==> src/hurwitz_table_tau_test_top_assert.svh <==
// Assertion macros for the Hurwitz table and prime test block.
// Used by the top level; needs clk and rst_n in the including scope.
`ifndef HURWITZ_TABLE_TAU_TEST_TOP_ASSERT_SVH
`define HURWITZ_TABLE_TAU_TEST_TOP_ASSERT_SVH

// The consequent holds in the same cycle as the antecedent.
`define HWTT_ASSERT_IMP(lbl, ante, cons, msg) \
  lbl: assert property (@(posedge clk) disable iff (!rst_n) (ante) |-> (cons)) else $error(msg);

// The consequent holds in the cycle after the antecedent.
`define HWTT_ASSERT_NXT(lbl, ante, cons, msg) \
  lbl: assert property (@(posedge clk) disable iff (!rst_n) (ante) |=> (cons)) else $error(msg);

`endif

==> src/hwtt_pkg.sv <==
// Shared constants, types and tables for the Hurwitz table and prime test block.
// No dependencies.
`timescale 1ns / 1ps
package hwtt_pkg;

  localparam int TABLE_DEPTH = 32768;
  localparam int IDX_W       = $clog2(TABLE_DEPTH);
  localparam int ENTRY_W     = 16;
  localparam int MOD_W       = 17;
  localparam int X_W         = 33;
  localparam int D_W         = 18;

  localparam logic [1:0] REQ_GEN  = 2'd0;
  localparam logic [1:0] REQ_TEST = 2'd1;
  localparam logic [1:0] REQ_READ = 2'd2;
  localparam logic [1:0] REQ_RSVD = 2'd3;

  localparam logic [2:0] W_SQUARE = 3'd3;
  localparam logic [2:0] W_HEX    = 3'd2;
  localparam logic [2:0] W_PLAIN  = 3'd6;

  // Forward differences of t^10 at t = 1, followed by the constant 1008.
  localparam logic [25:0] INIT_CONST [12] = '{
    26'd1, 26'd1023, 26'd57002, 26'd874500, 26'd5921520, 26'd21538440,
    26'd46070640, 26'd59875200, 26'd46569600, 26'd19958400, 26'd3628800, 26'd1008
  };

  typedef struct packed {
    logic             start;
    logic [X_W-1:0]   x;
    logic [MOD_W-1:0] m;
  } modred_req_t;

  typedef struct packed {
    logic             done;
    logic [MOD_W-1:0] rem;
  } modred_rsp_t;

endpackage

==> src/hwtt_modred.sv <==
// Bit-serial modular reduction: remainder of a 33-bit value by a 17-bit modulus.
// Depends on hwtt_pkg.
`timescale 1ns / 1ps
module hwtt_modred
  import hwtt_pkg::*;
(
  input  logic        clk,
  input  logic        rst_n,
  input  modred_req_t req,
  output modred_rsp_t rsp
);

  logic [X_W-1:0]         x_r;
  logic [MOD_W-1:0]       rem_r;
  logic [MOD_W-1:0]       m_r;
  logic [$clog2(X_W)-1:0] cnt_r;
  logic                   busy_r;
  logic                   done_r;
  logic [MOD_W:0]         shifted;
  logic [MOD_W-1:0]       rem_nxt;

  always_comb begin
    shifted = {rem_r, x_r[X_W-1]};
    if (shifted >= {1'b0, m_r}) begin
      rem_nxt = MOD_W'(shifted - {1'b0, m_r});
    end else begin
      rem_nxt = shifted[MOD_W-1:0];
    end
  end

  always_ff @(posedge clk) begin
    if (!rst_n) begin
      busy_r <= 1'b0;
      done_r <= 1'b0;
    end else begin
      done_r <= 1'b0;
      if (req.start) begin
        busy_r <= 1'b1;
        x_r    <= req.x;
        m_r    <= req.m;
        rem_r  <= '0;
        cnt_r  <= ($clog2(X_W))'(X_W - 1);
      end else if (busy_r) begin
        rem_r <= rem_nxt;
        x_r   <= {x_r[X_W-2:0], 1'b0};
        cnt_r <= cnt_r - 1'b1;
        if (cnt_r == '0) begin
          busy_r <= 1'b0;
          done_r <= 1'b1;
        end
      end
    end
  end

  assign rsp.done = done_r;
  assign rsp.rem  = rem_r;

endmodule

==> config.mk <==
export PLATFORM = sky130hd
export DESIGN_NAME = hwtt_modred
export DESIGN_NICKNAME = d
export VERILOG_FILES = /design/src/hurwitz_table_tau_test_top_assert.svh /design/src/hwtt_pkg.sv /design/src/hwtt_modred.sv
export SDC_FILE = /design/constraint.sdc
export NUM_CORES = 1
export LEC_CHECK = 0
export ABC_AREA = 1
export BUFFER_PORTS_ARGS = -buffer_cell sky130_fd_sc_hd__buf_2
export CAP_MARGIN = 20
export CORE_AREA = 4 4 99 110
export CTS_BUF_LIST = sky130_fd_sc_hd__clkbuf_2
export DETAILED_ROUTE_END_ITERATION = 10
export DIE_AREA = 0 0 103 114
export GPL_TIMING_DRIVEN = 0
export PLACE_DENSITY = 0.65
export SYNTH_ARGS = -nofsm -noshare
export SYNTH_HDL_FRONTEND = slang
export SYNTH_SLANG_ARGS = --single-unit
==> constraint.sdc <==
create_clock -name clk -period 4.6 [get_ports clk]
set_input_delay 0.92 -clock clk [delete_from_list [all_inputs] [get_ports clk]]
set_output_delay 0.92 -clock clk [all_outputs]
set_load 0.01 [all_outputs]
==> impl_metrics.csv, run 1 <==
group,metric,value,unit
finish,final_layout_size_suffix_gt1_frac,0.183,
clocking,htree_levels,3,
route,wl_per_cell,12.7,um
synthesis,yosys.area.top_type_share,0.486,
synthesis,syn_inst,557,
synthesis,ys_seq_elements,75,
setup_path,endpoint_kind,"flip-flop",
worst_hold_path,min_to,"done_r",
setup_path,setup.worst_path.start,"x_r[32]",
synthesis,yosysUniqueCellTypes,34,
synthesis,syn-cell-area,0.00451,sq mm
power,switchingPower,621,uW
route,num_vias,3690,
power,cell_internal_pwr,1110,uW
job,drv_cap,0,
global_route,grtUsageTotal,0.182,
timing,clock_skew,0.0341,ns
die,core_area,0.00979,sq mm
synthesis,yosysSeqAreaShare,0.495,
setup_path,critPathBufInv,4,
die,rows,38,
timing,maxSlewViolCount,0,
outcome,status,"finished clean",
timing,finalSetupTns,0,ns
clocking,worstSkewPairLatency,0.54,ns
die,initial_core_util,0.460,
timing,fmax,442,MHz
synthesis,synthArstFlopShare,0,
clocking,hold_buffers,0,
route,finalWirelength,9690,um
power,combPwrFrac,0.325,
timing,fin_hold_ws,0.498,ns
setup_path,path_cells,"inv_1 > ha_1 > inv_1 > fa_1 > nand3_1 > nand3_2 > nand2_4 > nand2_8 > inv_6 > buf_12 > nor2_2 > nor2_1",
setup_path,crit_path_frequent_cell,"inv_1",
placed_design,numPortBuffers,70,
finish,area_delta_synth_final,13.4,%
power,seqPwrFrac,0.499,
route,detail_route.first_pass.iterations,7,
global_route,antenna_found_initial,0,
setup_path,crit_fanout,10,
global_route,grt_pass1_vias,3778,
setup_path,slowest_delay,0.45,ns
finish,fin_nets,712,
setup_path,worstPathArrival,2.64,ns
worst_hold_path,worstHoldStart,"busy_r",
setup_path,cp.required,4.97,ns
global_route,grt_max_degree,38,
setup_path,r2r-start,"x_r[32]",
power,power.share.switching,0.358,
route,via_per_inst,4.83,
clocking,cts_resized,0,
finish,diodes,0,
setup_path,rrSetupSlack,2.34,ns
timing,tightest_slew,0.771,ns
power,ir_drop,0.165,mV
die,fp.dieW,103,um
setup_path,critPathKind,"reg2reg",
clocking,clk_pin_slew,0.21,ns
clocking,cts_buffer_depth,2,
setup_path,crit_slowest_cell,"fa_1",
clocking,cts_buffers,9,
synthesis,ys.flop_type,"edfxtp_1",
placed_design,place.gp.congestion,0.870,
setup_path,crit_family,"simple AND/OR/NAND/NOR gates",
worst_hold_path,hold_class,"reg2reg",
synthesis,yosys.area.top_type,"edfxtp_1",
synthesis,synth_common_cells,"nand2_1, inv_1, edfxtp_1",
timing,min_period,2.26,ns
global_route,grt.overflow.total,0,
synthesis,synth.most_common_cell,"nand2_1",
timing,min_period_over_period,0.492,
synthesis,synth.net_count,630,
synthesis,ys.warnings.count,0,
power,p_leak,0.00266,uW
placed_design,hpwl,7540,um
worst_hold_path,whs_path_depth,2,
synthesis,syn-mean-instance-area,8.09,sq um
clocking,cts_tree,"yes",
setup_path,worstRegToRegCells,12,
route,drc_errors,0,
timing,setup_viol,0,
synthesis,synth_edf_count,73,
die,io_pins,71,
global_route,grt_pass1_wl,16600,um
power,power_frac_clock,0.176,
synthesis,synthTopCellsByArea,"edfxtp_1, nand2_1, inv_1",
power,power.density,340,mW/mm^2
route,ant_nets,0,
timing,rsz0062_at_grt,"no",
die,die_height,114,um
route,drt_iter0_drc,189,
clocking,clkSinkCount,75,
timing,slew_headroom,0.486,
setup_path,worst_r2r_endpoint,"rem_r[4]",
clocking,cts_root_buffer,"clkbuf_2",
timing,finalHoldViolCount,0,
clocking,post_cts_buffers,0,
setup_path,start_kind,"flip-flop",
die,dieArea,0.0117,sq mm
## metal layers
layer  track usage  up-vias  wire (um)
li1              -     1903          -
met1         0.223     1678       4070
met5             0        -          0
met2         0.303       88       4840
met4        0.0708        0        238
met3        0.0471       21        546
## power by group through the flow
stage               Sequential, uW  Combinational, uW  Clock [uW]
finish                         867                564         305
CTS                            868                569         317
global placement               886                552           0
detailed placement             884                566           0
floorplan                      888                410           0
global route                   875                650         351
## logic make-up after synthesis
family	Yosys count	share of synthesized area
xor+xnor	7	0.0136
buf+inv	103	0.0955
flops	75	0.495
simple gates	337	0.321
compound gates	15	0.0172
fa+ha+maj	20	0.0572
## worst max-delay path by stage
stage / to / slack [ns] / depth (start not counted)
5_1_grt: rem_r[4] / 2.13 / 12
6_report: rem_r[4] / 2.34 / 12
4_1_cts: rem_r[4] / 2.30 / 12
3_5_place_dp: x_r[13] / 2.35 / 4
3_3_place_gp: rem_r[16] / 1.24 / 3
2_1_floorplan: cnt_r[0] / 1.98 / 2
## through the flow
| step | area (sq um) | util | total power, uW | setup slack (ns) | instances |
|---|---|---|---|---|---|
| after floorplan | 4510 | - | 1300 | 1.98 | 557 |
| after global placement | 5010 | 0.511 | 1440 | 1.24 | 747 |
| after detailed placement | 5030 | 0.514 | 1450 | 2.35 | 748 |
| after CTS | 5110 | 0.522 | 1750 | 2.30 | 764 |
| after global routing | 5110 | 0.522 | 1880 | 2.13 | 764 |
| final | 5110 | 0.522 | 1740 | 2.34 | 764 |
## area by class of cell
| class | count | area, sq um |
|---|---|---|
| Clock buffer | 10 | 50.0 |
| Fill cell | 966 | 4680 |
| Buffer | 13 | 87.6 |
| Multi-Input combinational cell | 379 | 1850 |
| Tap cell | 120 | 150 |
| Timing Repair Buffer | 71 | 370 |
| Sequential cell | 75 | 2230 |
| Inverter | 90 | 343 |
| Clock inverter | 6 | 32.5 |
## state kept, by name (all words and copies together) (netlist names)
| name | flops |
|---|---|
| x_r | 33 |
| m_r | 17 |
| rem_r | 17 |
| cnt_r | 6 |
| busy_r | 1 |
| done_r | 1 |
## worst min-delay path: stages, from the launching register on
cell	delay, ns
dfxtp_1	0.35
nand2_1	0.08
nor3_1	0.05
## cell usage in the layout, fill, tap and decap left out, types with 3 or more instances in the layout
cell type and count:
nor2_2 11, nor2_4 4, a21oi_1 12, clkbuf_1 7, or2_2 4, inv_1 88, clkbuf_2 10, nand3_1 31
edfxtp_1 73, nor3_1 3, nand2_2 4, ha_1 19, nor2_1 40, clkinv_1 3, xor2_1 5, nand2_1 227
buf_2 70, nand4_1 5
Note: power is estimated with default switching activity, not from simulation.
==> run 2: changes to the inputs <==
ABC_AREA = 0   (was 1)
CORE_AREA = 4 4 94 104   (was 4 4 99 110)
DIE_AREA = 0 0 98 108   (was 0 0 103 114)
PLACE_DENSITY = 0.66   (was 0.65)
clock period = 2.1 ns   (was 4.6 ns; I/O delays follow)
==> run 2 against run 1 <==
Compared with the run above:
- sequential power is 110% higher
- critical path depth fell by 4
- worst hold slack worse by 0.42 ns
- largest power group unchanged
- non-clock buffer count grew 33
- sequential share of layout area decreased by 0.63 points
- power increased by 120%
- critical endpoint is now rem_r[1]
- the run now ends with negative setup slack left
- global-route usage down 2.1 points
==> impl_metrics.csv, run 2 <==
group,metric,value,unit
setup_path,worstPathArrival,2.88,ns
route,finalWirelength,8750,um
timing,fin_ws,-0.516,ns
timing,rsz0062_at_grt,"yes",
power,power.density,746,mW/mm^2
finish,largest_register_ffs,33,
route,wl_per_cell,15.8,um
placed_design,dp_cells,503,
synthesis,ys_seq_elements,75,
clocking,clkSinkCount,75,
finish,diodes,0,
setup_path,critPathKind,"reg2reg",
finish,area_delta_synth_final,29.1,%
setup_path,crit_fanout,6,
global_route,grt_max_degree,33,
setup_path,endpoint_kind,"flip-flop",
synthesis,synthTopCellsByArea,"edfxtp_1, mux2_2, ha_1",
power,ir_drop,0.352,mV
timing,min_period,2.62,ns
clocking,cts_buffer_depth,2,
worst_hold_path,min_to,"m_r[1]",
die,fp.dieW,98,um
timing,fin_hold_ws,0.0741,ns
die,initial_core_util,0.458,
synthesis,yosys.area.top_type_share,0.545,
worst_hold_path,whs_path_depth,1,
outcome,status,"finished, violations left",
synthesis,yosysUniqueCellTypes,51,
clocking,worstSkewPairLatency,0.54,ns
synthesis,syn_inst,319,
power,finalPower,3870,uW
die,io_pins,71,
finish,top_register,"x_r",
synthesis,synth.most_common_cell,"edfxtp_1",
route,ant_nets,0,
global_route,grt.overflow.total,0,
global_route,grt_pass1_wl,13400,um
timing,min_period_over_period,1.25,
die,rows,36,
clocking,clk_pin_slew,0.26,ns
power,p_leak,0.00208,uW
clocking,cts_tree,"yes",
route,drc_errors,0,
worst_hold_path,hold_class,"in2reg",
synthesis,syn-mean-instance-area,12.6,sq um
global_route,grtUsageMet2,0.264,
synthesis,synthArstFlopShare,0,
timing,setup_viol,17,
finish,mostFrequentLayoutCells,"edfxtp_1, buf_2, mux2_2",
clocking,cts_buffers,9,
finish,post-route-util,0.591,
die,die_height,108,um
clocking,cts_root_buffer,"clkbuf_2",
placed_design,hpwl,5920,um
worst_hold_path,worstHoldStart,"req[1]",
finish,reg.largest.list,"x_r: 33 flops, m_r: 17 flops, rem_r: 17 flops",
route,drt_iter0_drc,124,
global_route,met1_usage,0.201,
setup_path,cp.required,2.37,ns
route,num_vias,2905,
synthesis,syn-cell-area,0.00402,sq mm
job,drv_cap,0,
synthesis,synth_common_cells,"edfxtp_1, mux2_2, nor2_1",
die,dieArea,0.0106,sq mm
clocking,htree_levels,3,
timing,maxSlewViolCount,0,
route,detail_route.first_pass.iterations,5,
global_route,antenna_found_initial,0,
timing,finalHoldViolCount,0,
finish,final_common_cell,"edfxtp_1",
finish,final_layout_size_suffix_gt1_frac,0.395,
global_route,grt_pass1_vias,2793,
setup_path,rrSetupSlack,-0.52,ns
synthesis,yosysSeqAreaShare,0.555,
finish,finalNonFillerCells,554,
synthesis,synth.net_count,392,
finish,fin_nets,508,
setup_path,r2r-start,"rem_r[9]",
placed_design,numPortBuffers,69,
setup_path,worstRegToRegCells,8,
placed_design,place.gp.congestion,0.806,
route,via_per_inst,5.24,
global_route,globalRoute.busiestLayer,"met2",
outcome,violations,"negative setup slack",
global_route,grtUsageTotal,0.161,
timing,fmax,382,MHz
timing,slew_headroom,0.400,
die,core_area,0.00878,sq mm
synthesis,ys.warnings.count,0,
synthesis,ys.flop_type,"edfxtp_1",
setup_path,start_kind,"flip-flop",
global_route,grt_util_met3,0.0529,
synthesis,yosys.area.top_type,"edfxtp_1",
timing,clock_skew,0.0358,ns
synthesis,synth_edf_count,73,
setup_path,worst_r2r_endpoint,"rem_r[1]",
timing,tightest_slew,0.900,ns
run 2: repair_timing:
item,in CTS,in global routing
gates resized for setup,14,15
pin swaps,9,7
gates cloned,2,0
hold endpoints to repair,12,4
buffers inserted,12,6
hold buffers,12,4
endpoints found under the setup margin,17,17
run 2: logic make-up after synthesis:
group / synth area share
muxes: 0.112
buffers and inverters: 0.0405
and+or+nand+nor: 0.0847
DFF: 0.555
xor gates and xnor gates: 0.0283
adders and majority gates: 0.0641
AOI/OAI and AO/OA: 0.115
run 2: worst max-delay path, cell delays in order (launching register included):
cell and delay, ns:
edfxtp_1 0.50, ha_4 0.34, nand4_1 0.13, or4b_4 0.50, o31a_1 0.30, o211ai_4 0.12
buf_8 0.19, mux2i_1 0.19, nor2_1 0.06
run 2: stage by stage:
stage	instance area (sq um)	setup slack (ns)	TNS (ns)
after CTS	5030	-0.541	-8.31
after floorplan	4040	-0.421	-6.65
after global placement	4530	-0.649	-45.01
after detailed placement	4550	-0.657	-22.61
final	5190	-0.516	-7.62
after global routing	5190	-0.610	-9.42
run 2: worst max path at each step:
stage                   start       end  depth (start not counted)  slack, ns
global placement      x_r[32]  rem_r[2]                         12      -0.65
global route          x_r[32]  rem_r[2]                         12      -0.61
finish               rem_r[9]  rem_r[1]                          8      -0.52
floorplan           rem_r[11]  rem_r[1]                          9      -0.42
detailed placement    x_r[32]  rem_r[2]                         12      -0.66
CTS                 rem_r[11]  rem_r[1]                          9      -0.54
run 2: report_power, final:
group          internal (uW)  leakage [uW]  switching (uW)
clock                    313     0.0000828             605
sequential              1790      0.000714            60.5
combinational            553       0.00129             548
run 2: cell type report:
cell class,instances,area [sq um]
clock inverters,7,90.1
repair buffers,106,703
well taps,114,143
flip-flops and latches,75,2230
multi-input cells,209,1820
inverters,23,86.3
plain buffers,11,72.6
clock buffers,9,45.0
fillers,719,3600
run 2: per-layer routing:
layer  up-vias  part of all wire
met2        76              0.50
met3        12             0.062
met1      1392              0.43
met4         0             0.011
met5         -                 0
li1       1425                 -
